### src/rtl/core/rspg_pkg.sv
// Shared types, constants and color wheel helpers for the rainbow strip
// pattern generator. No dependencies.
package rspg_pkg;

    localparam int HUE_W   = 9;
    localparam int LEVEL_W = 15;
    localparam int IDX_W   = 6;
    localparam int CHAN_W  = 8;

    localparam logic [HUE_W-1:0]   HUE_FULL  = 9'd360;
    localparam logic [LEVEL_W-1:0] LEVEL_ONE = 15'd15360;
    localparam logic [8:0]         UNIT_256  = 9'd256;

    // Per-channel hue shift on the wheel
    localparam logic [HUE_W-1:0] SHIFT_CH0 = 9'd0;
    localparam logic [HUE_W-1:0] SHIFT_CH1 = 9'd120;
    localparam logic [HUE_W-1:0] SHIFT_CH2 = 9'd240;

    // Configuration register indexes
    localparam logic [2:0] CFG_SATURATION     = 3'd0;
    localparam logic [2:0] CFG_BRIGHTNESS     = 3'd1;
    localparam logic [2:0] CFG_FRAME_HUE_STEP = 3'd2;
    localparam logic [2:0] CFG_PIXEL_HUE_STEP = 3'd3;
    localparam logic [2:0] CFG_TURN_PIXEL     = 3'd4;

    // Pixel bookkeeping that rides alongside the datapath
    typedef struct packed {
        logic             valid;
        logic [IDX_W-1:0] idx;
        logic             last;
    } pix_meta_t;

    // Channel level over 15360; h below 360, sat at most 256
    function automatic logic [LEVEL_W-1:0] wheel_level(
        input logic [HUE_W-1:0] h,
        input logic [8:0]       sat
    );
        logic [8:0]         floor_d;
        logic [LEVEL_W-1:0] lvl;
        floor_d = UNIT_256 - sat;
        if (h < 9'd120)
            lvl = LEVEL_ONE;
        else if (h < 9'd180)
            lvl = {1'b0, 6'(9'd180 - h), 8'd0};
        else if (h < 9'd300)
            lvl = 15'(floor_d) * 15'd60;
        else
            lvl = {1'b0, 6'(h - 9'd300), 8'd0};
        return lvl;
    endfunction

endpackage

### src/rtl/core/rspg_channel.sv
// One color channel: wheel lookup stage, then brightness scaling stage.
// Depends on rspg_pkg.
module rspg_channel
    import rspg_pkg::*;
(
    input  logic              clk,
    input  logic              en,
    input  logic [HUE_W-1:0]  hue,
    input  logic [HUE_W-1:0]  shift,
    input  logic [8:0]        sat,
    input  logic [8:0]        bri,
    output logic [CHAN_W-1:0] value
);

    logic [HUE_W:0]      h_sum;
    logic [HUE_W-1:0]    h_wrap;
    logic [LEVEL_W-1:0]  level_reg;
    logic [23:0]         prod;
    logic [28:0]         scaled;
    logic [CHAN_W-1:0]   value_reg;

    // Shift hue onto this channel, wrap at 360
    always_comb
    begin
        h_sum  = {1'b0, hue} + {1'b0, shift};
        h_wrap = (h_sum >= {1'b0, HUE_FULL}) ? HUE_W'(h_sum - {1'b0, HUE_FULL})
                                             : h_sum[HUE_W-1:0];
    end

    always_ff @(posedge clk)
    begin
        if (en)
        begin
            level_reg <= wheel_level(h_wrap, sat);
        end
    end

    // 255 / 15360 / 256 reduces to 17 / 2^18, exact floor
    always_comb
    begin
        prod   = 24'(level_reg) * 24'(bri);
        scaled = {1'b0, prod, 4'd0} + 29'(prod);
    end

    always_ff @(posedge clk)
    begin
        if (en)
        begin
            value_reg <= scaled[25:18];
        end
    end

    assign value = value_reg;

endmodule

### src/rtl/core/rainbow_strip_pattern_generator.sv
// Rainbow strip pattern generator: each frame request (advance flag in
// s_axis_tdata[0]) produces NUM_PIXELS RGB pixels, one per cycle while
// the output does not stall, the last one marked by m_axis_tlast. Once a
// request is accepted the frame is active, and each pixel passes the hue1,
// level and value registers to the output. The next request is taken in
// the cycle the current frame's last pixel enters the pipeline, so frames
// stream without gaps. Output backpressure stalls the whole three-stage
// pipeline. Configuration writes are always accepted and should be made
// while no frame is in flight. Depends on rspg_pkg and rspg_channel.
module rainbow_strip_pattern_generator
    import rspg_pkg::*;
#(
    parameter int NUM_PIXELS = 32
)
(
    input  logic        clk,
    input  logic        rst_n,
    // frame request
    input  logic        s_axis_tvalid,
    output logic        s_axis_tready,
    input  logic [7:0]  s_axis_tdata,   // [0] advance, [7:1] zero
    // pixel stream
    output logic        m_axis_tvalid,
    input  logic        m_axis_tready,
    output logic [31:0] m_axis_tdata,   // [5:0] pixel_index, [13:6] red,
                                        // [21:14] green, [29:22] blue, [31:30] zero
    output logic        m_axis_tlast,   // last_pixel
    // configuration writes
    input  logic        cfg_valid,
    output logic        cfg_ready,
    input  logic [2:0]  cfg_index,
    input  logic [8:0]  cfg_data
);

    localparam logic [IDX_W-1:0] LAST_IDX = IDX_W'(NUM_PIXELS - 1);

    // Configuration registers
    logic [8:0]       saturation_reg;
    logic [8:0]       brightness_reg;
    logic [8:0]       frame_hue_step_reg;
    logic [8:0]       pixel_hue_step_reg;
    logic [IDX_W-1:0] turn_pixel_reg;

    // Frame state
    logic             active_reg, active_next;
    logic [HUE_W-1:0] base_hue_reg, base_hue_next;
    logic [HUE_W-1:0] offset_reg, offset_next;
    logic [IDX_W-1:0] count_reg, count_next;

    // Pipeline
    pix_meta_t        meta1_reg, meta2_reg, meta3_reg;
    logic [HUE_W-1:0] hue1_reg;

    logic             adv;
    logic             emit;
    logic             at_last;
    logic             s_accept;
    logic [8:0]       sat_c, bri_c, step_c;
    logic [HUE_W:0]   pix_sum, base_sum, off_inc;
    logic [HUE_W-1:0] hue_pix;
    logic [7:0]       red, green, blue;

    assign cfg_ready = 1'b1;

    // Configuration write
    always_ff @(posedge clk or negedge rst_n)
    begin
        if (!rst_n)
        begin
            saturation_reg     <= 9'd256;
            brightness_reg     <= 9'd256;
            frame_hue_step_reg <= 9'd3;
            pixel_hue_step_reg <= 9'd30;
            turn_pixel_reg     <= 6'd22;
        end
        else if (cfg_valid)
        begin
            case (cfg_index)
                CFG_SATURATION:     saturation_reg     <= cfg_data;
                CFG_BRIGHTNESS:     brightness_reg     <= cfg_data;
                CFG_FRAME_HUE_STEP: frame_hue_step_reg <= cfg_data;
                CFG_PIXEL_HUE_STEP: pixel_hue_step_reg <= cfg_data;
                CFG_TURN_PIXEL:     turn_pixel_reg     <= cfg_data[IDX_W-1:0];
                default:            ;
            endcase
        end
    end

    // Clamped and reduced settings
    always_comb
    begin
        sat_c  = (saturation_reg > UNIT_256) ? UNIT_256 : saturation_reg;
        bri_c  = (brightness_reg > UNIT_256) ? UNIT_256 : brightness_reg;
        step_c = (pixel_hue_step_reg >= HUE_FULL) ? 9'(pixel_hue_step_reg - HUE_FULL)
                                                  : pixel_hue_step_reg;
    end

    // Handshake and pipeline advance
    assign adv           = !meta3_reg.valid || m_axis_tready;
    assign emit          = active_reg && adv;
    assign at_last       = (count_reg == LAST_IDX);
    assign s_axis_tready = !active_reg || (adv && at_last);
    assign s_accept      = s_axis_tvalid && s_axis_tready;

    // Frame sequencing: hue of current pixel and offset walk
    always_comb
    begin
        pix_sum  = {1'b0, base_hue_reg} + {1'b0, offset_reg};
        hue_pix  = (pix_sum >= {1'b0, HUE_FULL}) ? HUE_W'(pix_sum - {1'b0, HUE_FULL})
                                                 : pix_sum[HUE_W-1:0];
        base_sum = {1'b0, base_hue_reg} + {1'b0, frame_hue_step_reg};
        off_inc  = {1'b0, offset_reg} + {1'b0, step_c};

        active_next   = active_reg;
        base_hue_next = base_hue_reg;
        offset_next   = offset_reg;
        count_next    = count_reg;

        if (emit)
        begin
            count_next = count_reg + IDX_W'(1);
            if (count_reg > turn_pixel_reg)
            begin
                offset_next = (offset_reg >= step_c) ? 9'(offset_reg - step_c)
                                                     : 9'(offset_reg + HUE_FULL - step_c);
            end
            else
            begin
                offset_next = (off_inc >= {1'b0, HUE_FULL}) ? HUE_W'(off_inc - {1'b0, HUE_FULL})
                                                            : off_inc[HUE_W-1:0];
            end
            if (at_last)
            begin
                active_next = 1'b0;
            end
        end

        if (s_accept)
        begin
            active_next = 1'b1;
            offset_next = '0;
            count_next  = '0;
            if (s_axis_tdata[0])
            begin
                base_hue_next = (base_sum >= {1'b0, HUE_FULL}) ? '0 : base_sum[HUE_W-1:0];
            end
        end
    end

    always_ff @(posedge clk or negedge rst_n)
    begin
        if (!rst_n)
        begin
            active_reg   <= 1'b0;
            base_hue_reg <= '0;
            offset_reg   <= '0;
            count_reg    <= '0;
        end
        else
        begin
            active_reg   <= active_next;
            base_hue_reg <= base_hue_next;
            offset_reg   <= offset_next;
            count_reg    <= count_next;
        end
    end

    // Pixel bookkeeping through the three stages
    always_ff @(posedge clk or negedge rst_n)
    begin
        if (!rst_n)
        begin
            meta1_reg <= '0;
            meta2_reg <= '0;
            meta3_reg <= '0;
        end
        else if (adv)
        begin
            meta1_reg <= '{valid: emit, idx: count_reg, last: at_last};
            meta2_reg <= meta1_reg;
            meta3_reg <= meta2_reg;
        end
    end

    always_ff @(posedge clk)
    begin
        if (adv)
        begin
            hue1_reg <= hue_pix;
        end
    end

    // Channels: red on 1, green on 0, blue on 2
    rspg_channel u_red
    (
        .clk   (clk),
        .en    (adv),
        .hue   (hue1_reg),
        .shift (SHIFT_CH1),
        .sat   (sat_c),
        .bri   (bri_c),
        .value (red)
    );

    rspg_channel u_green
    (
        .clk   (clk),
        .en    (adv),
        .hue   (hue1_reg),
        .shift (SHIFT_CH0),
        .sat   (sat_c),
        .bri   (bri_c),
        .value (green)
    );

    rspg_channel u_blue
    (
        .clk   (clk),
        .en    (adv),
        .hue   (hue1_reg),
        .shift (SHIFT_CH2),
        .sat   (sat_c),
        .bri   (bri_c),
        .value (blue)
    );

    assign m_axis_tvalid = meta3_reg.valid;
    assign m_axis_tlast  = meta3_reg.last;
    assign m_axis_tdata  = {2'b00, blue, green, red, meta3_reg.idx};

    // Checks
    a_last_index: assert property (@(posedge clk) disable iff (!rst_n)
        (m_axis_tvalid && m_axis_tlast) |-> (m_axis_tdata[5:0] == LAST_IDX))
        else $error("last pixel flag on wrong index");

    a_base_range: assert property (@(posedge clk) disable iff (!rst_n)
        base_hue_reg < HUE_FULL)
        else $error("base hue out of range");

    a_offset_range: assert property (@(posedge clk) disable iff (!rst_n)
        offset_reg < HUE_FULL)
        else $error("hue offset out of range");

    a_hue_range: assert property (@(posedge clk) disable iff (!rst_n)
        meta1_reg.valid |-> (hue1_reg < HUE_FULL))
        else $error("pixel hue out of range");

endmodule
### config.mk
export PLATFORM = sky130hd
export DESIGN_NAME = rainbow_strip_pattern_generator
export DESIGN_NICKNAME = d
export VERILOG_FILES = /design/src/rtl/core/rspg_pkg.sv /design/src/rtl/core/rspg_channel.sv /design/src/rtl/core/rainbow_strip_pattern_generator.sv
export SDC_FILE = /design/constraint.sdc
export NUM_CORES = 1
export LEC_CHECK = 0
export ABC_AREA = 1
export BUFFER_PORTS_ARGS = -buffer_cell sky130_fd_sc_hd__buf_2
export CAP_MARGIN = 15
export CORE_ASPECT_RATIO = 1.5
export CORE_MARGIN = 2
export CORE_UTILIZATION = 45
export DETAILED_ROUTE_END_ITERATION = 16
export GPL_TIMING_DRIVEN = 0
export SLEW_MARGIN = 40
export SYNTH_ARGS = -nofsm -noshare
export SYNTH_HDL_FRONTEND = slang
export SYNTH_SLANG_ARGS = --single-unit
### constraint.sdc
create_clock -name clk -period 7.4 [get_ports clk]
set_clock_uncertainty 0.05 [all_clocks]
set_input_delay 1.11 -clock clk [delete_from_list [all_inputs] [get_ports clk]]
set_output_delay 1.11 -clock clk [all_outputs]
set_load 0.005 [all_outputs]
==> summary.log <==
[global_route] global route overflow 0
[timing] share of the clock period used by the worst path 0.9495
[hold_path] hold crit path type reg -> reg
[placed_design] HPWL Detailed 54870 um
[clock_tree] CTS buffer count 17
[route] Via-to-Cell Ratio 5.067
[worst_setup_path] worst setup path end u_blue.value[6]$_DFFE_PP_
[final_layout] combined area of the multi-input logic cells 0.01781 mm^2
[synth] leading area contributor after synthesis sky130_fd_sc_hd__fa_1
[synth] flip-flop and latch count after synthesis 163
[timing] number of max-slew violations in the final report 0
[global_route] highest-utilization routing layer at the global route stage met2
[route] detail-routed net length per standard cell 15.59 um
[worst_setup_path] logic depth of the worst path, buffers included 31
[synth] fraction of synthesized area in multiplexers 0
[global_route] vias in the first global route 22205
[final_layout] Final Net Count 4066
[clock_tree] Hold-fix buffers, CTS 0
[run_status] status finished, final reports clean
[worst_setup_path] Max FO, Critical Path 7
[clock_tree] Clock Tree Root sky130_fd_sc_hd__clkbuf_16
[run] maxcap violations 0
[worst_setup_path] Required @ worst endpoint 7.58 ns
[synth] simple-gate share of the synthesized area 0.2556
[timing] slew margin rel. 0.4895
[synth] asr flop ratio synth 0.5583
[global_route] global-route wire length before repair 110000 um
[route] total via count in the routed design 21408
[timing] final total negative setup slack 0 ns
[route] violation count after the first detailed-route iteration 884
[worst_setup_path] most used cell along the critical path sky130_fd_sc_hd__nand2_1
[worst_setup_path] Buf/Inv on CP 8
[route] DRT antenna net count 0
[die] count of pins on the block boundary 61
[worst_setup_path] critical path class reg -> reg
[synth] Synth warnings 0
[placed_design] routability-driven placement congestion ratio 0.9191
[final_layout] share of layout cells above drive strength 1 0.06487
[global_route] met1 Use GR 0.2599
[timing] Finish-stage setup viols 0
[die] core region area 0.05478 mm^2
[timing] number of failing hold endpoints at the final stage 0
[synth] portion of the post-synthesis area used by sequential elements 0.1786
[worst_setup_path] Setup crit start kind register
[clock_tree] buffers from clock root to sink, at most 2
[worst_setup_path] worst reg2reg startpoint brightness_reg[0]$_DFFE_PN0P_
[worst_setup_path] cell depth of the worst flop-to-flop path 31
[final_layout] Util after Layout 0.4936
[synth] Netlist cell types 50
[synth] Post-synth EDFFs 72
[clock_tree] sinks on the clock net 163
[final_layout] area growth from synthesis to layout 8.429%
[synth] synthesized area 0.02494 mm^2
[clock_tree] CTS tree done
[synth] synthesized-area fraction occupied by xor and xnor cells 0.04019
[die] chip width 196.2 um
[global_route] Global Route met2 Usage 0.4572
[global_route] combined global-route utilization of all metal layers 0.2421
[route] total wirelength of the detailed-routed design 65850 um
[die] vertical extent of the die 292.3 um
[worst_setup_path] worst reg2reg setup slack 0.37 ns
[die] Die Outline Area 0.05736 mm^2
[worst_setup_path] peak per-stage delay on the critical path 0.55 ns
[clock_tree] clock-pin transition on the worst setup and hold timing paths 0.09 ns
[die] row count 105
[worst_setup_path] Critical Path Source brightness_reg[0]$_DFFE_PN0P_
[placed_design] count of input and output buffers 50
[final_layout] fill cell instance count of the final layout 5592
[synth] synthesized instance count 3433
[synth] combinational family with the most area after synthesis adder cells
[synth] Synth top area share 0.2047
[die] effective utilization at floorplan 0.4552
[final_layout] Register Area 0.004454 mm^2
[worst_setup_path] data arrival time of the critical path 7.21 ns
[synth] most common flop cell mapped by yosys sky130_fd_sc_hd__dfrtp_1
[timing] worst hold-check slack 0.3936 ns
[global_route] initial antenna violation count 0
[worst_setup_path] Slowest-stage cell, CP sky130_fd_sc_hd__fa_1
[synth] biggest area contributors in the synthesized netlist sky130_fd_sc_hd__fa_1 (20%), sky130_fd_sc_hd__nand2_1 (14%), sky130_fd_sc_hd__ha_1 (13%)
[worst_setup_path] r2r endpoint u_blue.value[6]$_DFFE_PP_
[worst_setup_path] category of cells accounting for the largest share of critical-path delay adder cells
[final_layout] diode insertion count for antenna repair 0
[route] count of unresolved DRC violations after routing 0
[timing] Tightest Pin Transition 0.7658 ns
[timing] min cycle time layout 7.027 ns
[synth] compound-gate portion of the synthesized area 0.07340
[clock_tree] number of H-tree levels 4
[global_route] maximum number of pins on one net before global-route repair 58
[worst_setup_path] Critical Path Sink Type register
[global_route] met3 routing resource usage after global routing 0.02821
[clock_tree] clock latency reported for the late side of the worst-skew pair 0.48 ns
[timing] Max Clock Freq 142.3 MHz
[synth] syn avg cell area 7.264 um^2
[synth] area share of fa/ha/maj cells after synthesis 0.3397
[route] number of search-and-repair iterations in the first detailed-routing pass 5
## worst min path at each step
stage	depth (start not counted)	to	slack (ns)	startpoint
after CTS	2	m_axis_tvalid$_DFFE_PN0P_	0.41	meta2_reg[7]$_DFFE_PN0P_
after floorplan	2	m_axis_tvalid$_DFFE_PN0P_	0.37	meta2_reg[7]$_DFFE_PN0P_
after detailed placement	2	m_axis_tvalid$_DFFE_PN0P_	0.39	meta2_reg[7]$_DFFE_PN0P_
after global placement	2	m_axis_tvalid$_DFFE_PN0P_	0.39	meta2_reg[7]$_DFFE_PN0P_
after global routing	2	m_axis_tvalid$_DFFE_PN0P_	0.43	meta2_reg[7]$_DFFE_PN0P_
final	2	m_axis_tvalid$_DFFE_PN0P_	0.39	meta2_reg[7]$_DFFE_PN0P_
## per-stage QoR
stage	setup slack, ns	cell area [um^2]	std cells
finish	0.3734	27040	4225
global route	-0.01980	27040	4225
CTS	0.04803	26830	4217
floorplan	1.009	24940	3434
global placement	-1.827	26060	4179
detailed placement	-1.202	26160	4183
## cell usage after synthesis, types with 6 or more instances
cell type                  count
sky130_fd_sc_hd__a21o_1        9
sky130_fd_sc_hd__a21oi_1     150
sky130_fd_sc_hd__a31oi_1       6
sky130_fd_sc_hd__clkbuf_1     43
sky130_fd_sc_hd__clkinv_1      7
sky130_fd_sc_hd__dfrtp_1      80
sky130_fd_sc_hd__dfstp_2      11
sky130_fd_sc_hd__edfxtp_1     72
sky130_fd_sc_hd__fa_1        255
sky130_fd_sc_hd__ha_1        269
sky130_fd_sc_hd__inv_1       670
sky130_fd_sc_hd__inv_2        10
sky130_fd_sc_hd__nand2_1     901
sky130_fd_sc_hd__nand2_2      17
sky130_fd_sc_hd__nand2_4      10
sky130_fd_sc_hd__nand3_1     180
sky130_fd_sc_hd__nand3b_1     11
sky130_fd_sc_hd__nand4_1      20
sky130_fd_sc_hd__nor2_1      377
sky130_fd_sc_hd__nor3_1       20
sky130_fd_sc_hd__o211ai_1      8
sky130_fd_sc_hd__o21ai_0     130
sky130_fd_sc_hd__o21bai_1      9
sky130_fd_sc_hd__xnor2_1      35
sky130_fd_sc_hd__xor2_1       72
## worst reg2reg max path, delay by kind of cell (launching register included)
family          cells  cell delay [ns]
fa+ha+maj           6             2.77
simple gates       15             1.97
buf+inv             8             1.13
flops               1             0.45
compound gates      2             0.43
## placed cells by master, fill, tap and decap left out, types with 22 or more instances in the layout
cell                       instances
sky130_fd_sc_hd__a21oi_1         144
sky130_fd_sc_hd__buf_2            53
sky130_fd_sc_hd__buf_4            22
sky130_fd_sc_hd__clkbuf_1         22
sky130_fd_sc_hd__dfrtp_1          79
sky130_fd_sc_hd__edfxtp_1         72
sky130_fd_sc_hd__fa_1            255
sky130_fd_sc_hd__ha_1            269
sky130_fd_sc_hd__inv_1           668
sky130_fd_sc_hd__nand2_1         901
sky130_fd_sc_hd__nand3_1         180
sky130_fd_sc_hd__nor2_1          367
sky130_fd_sc_hd__o21ai_0         128
sky130_fd_sc_hd__xnor2_1          35
sky130_fd_sc_hd__xor2_1           68
## metal layers
metal / vias to the layer above / share of wire / routed length (um)
li1: 10748 / - / -
met1: 10035 / 0.38 / 24820
met2: 438 / 0.53 / 34660
met3: 187 / 0.031 / 2040
met4: 0 / 0.066 / 4336
met5: - / 0 / 0
## cells by family after synthesis
| logic type | after synthesis |
|---|---|
| buffers and inverters | 738 |
| other | 2 |
| XOR/XNOR | 111 |
| AND/OR/NAND/NOR | 1558 |
| adder cells (fa/ha/maj) | 524 |
| flip-flops | 163 |
| AO/OA/AOI/OAI | 337 |
## what timing repair did
item | in CTS | in global routing
gates resized for setup | 16 | 68
pin swaps | 2 | 4
endpoints found under the setup margin | 24 | 24
setup buffers | 2 | 10
## cell type report
cell class	count	share of cell area
clock inverter	15	0.007357
sequential	163	0.1647
buffer	48	0.009208
multi-input combinational	2533	0.6588
clock buffer	17	0.01573
tap	695	0.03216
inverter	688	0.09639
timing repair buffer	66	0.01559
Power is left out: the tool's default activity adds up to more than one toggle a clock period on the data nets, which glitch-free logic cannot reach.
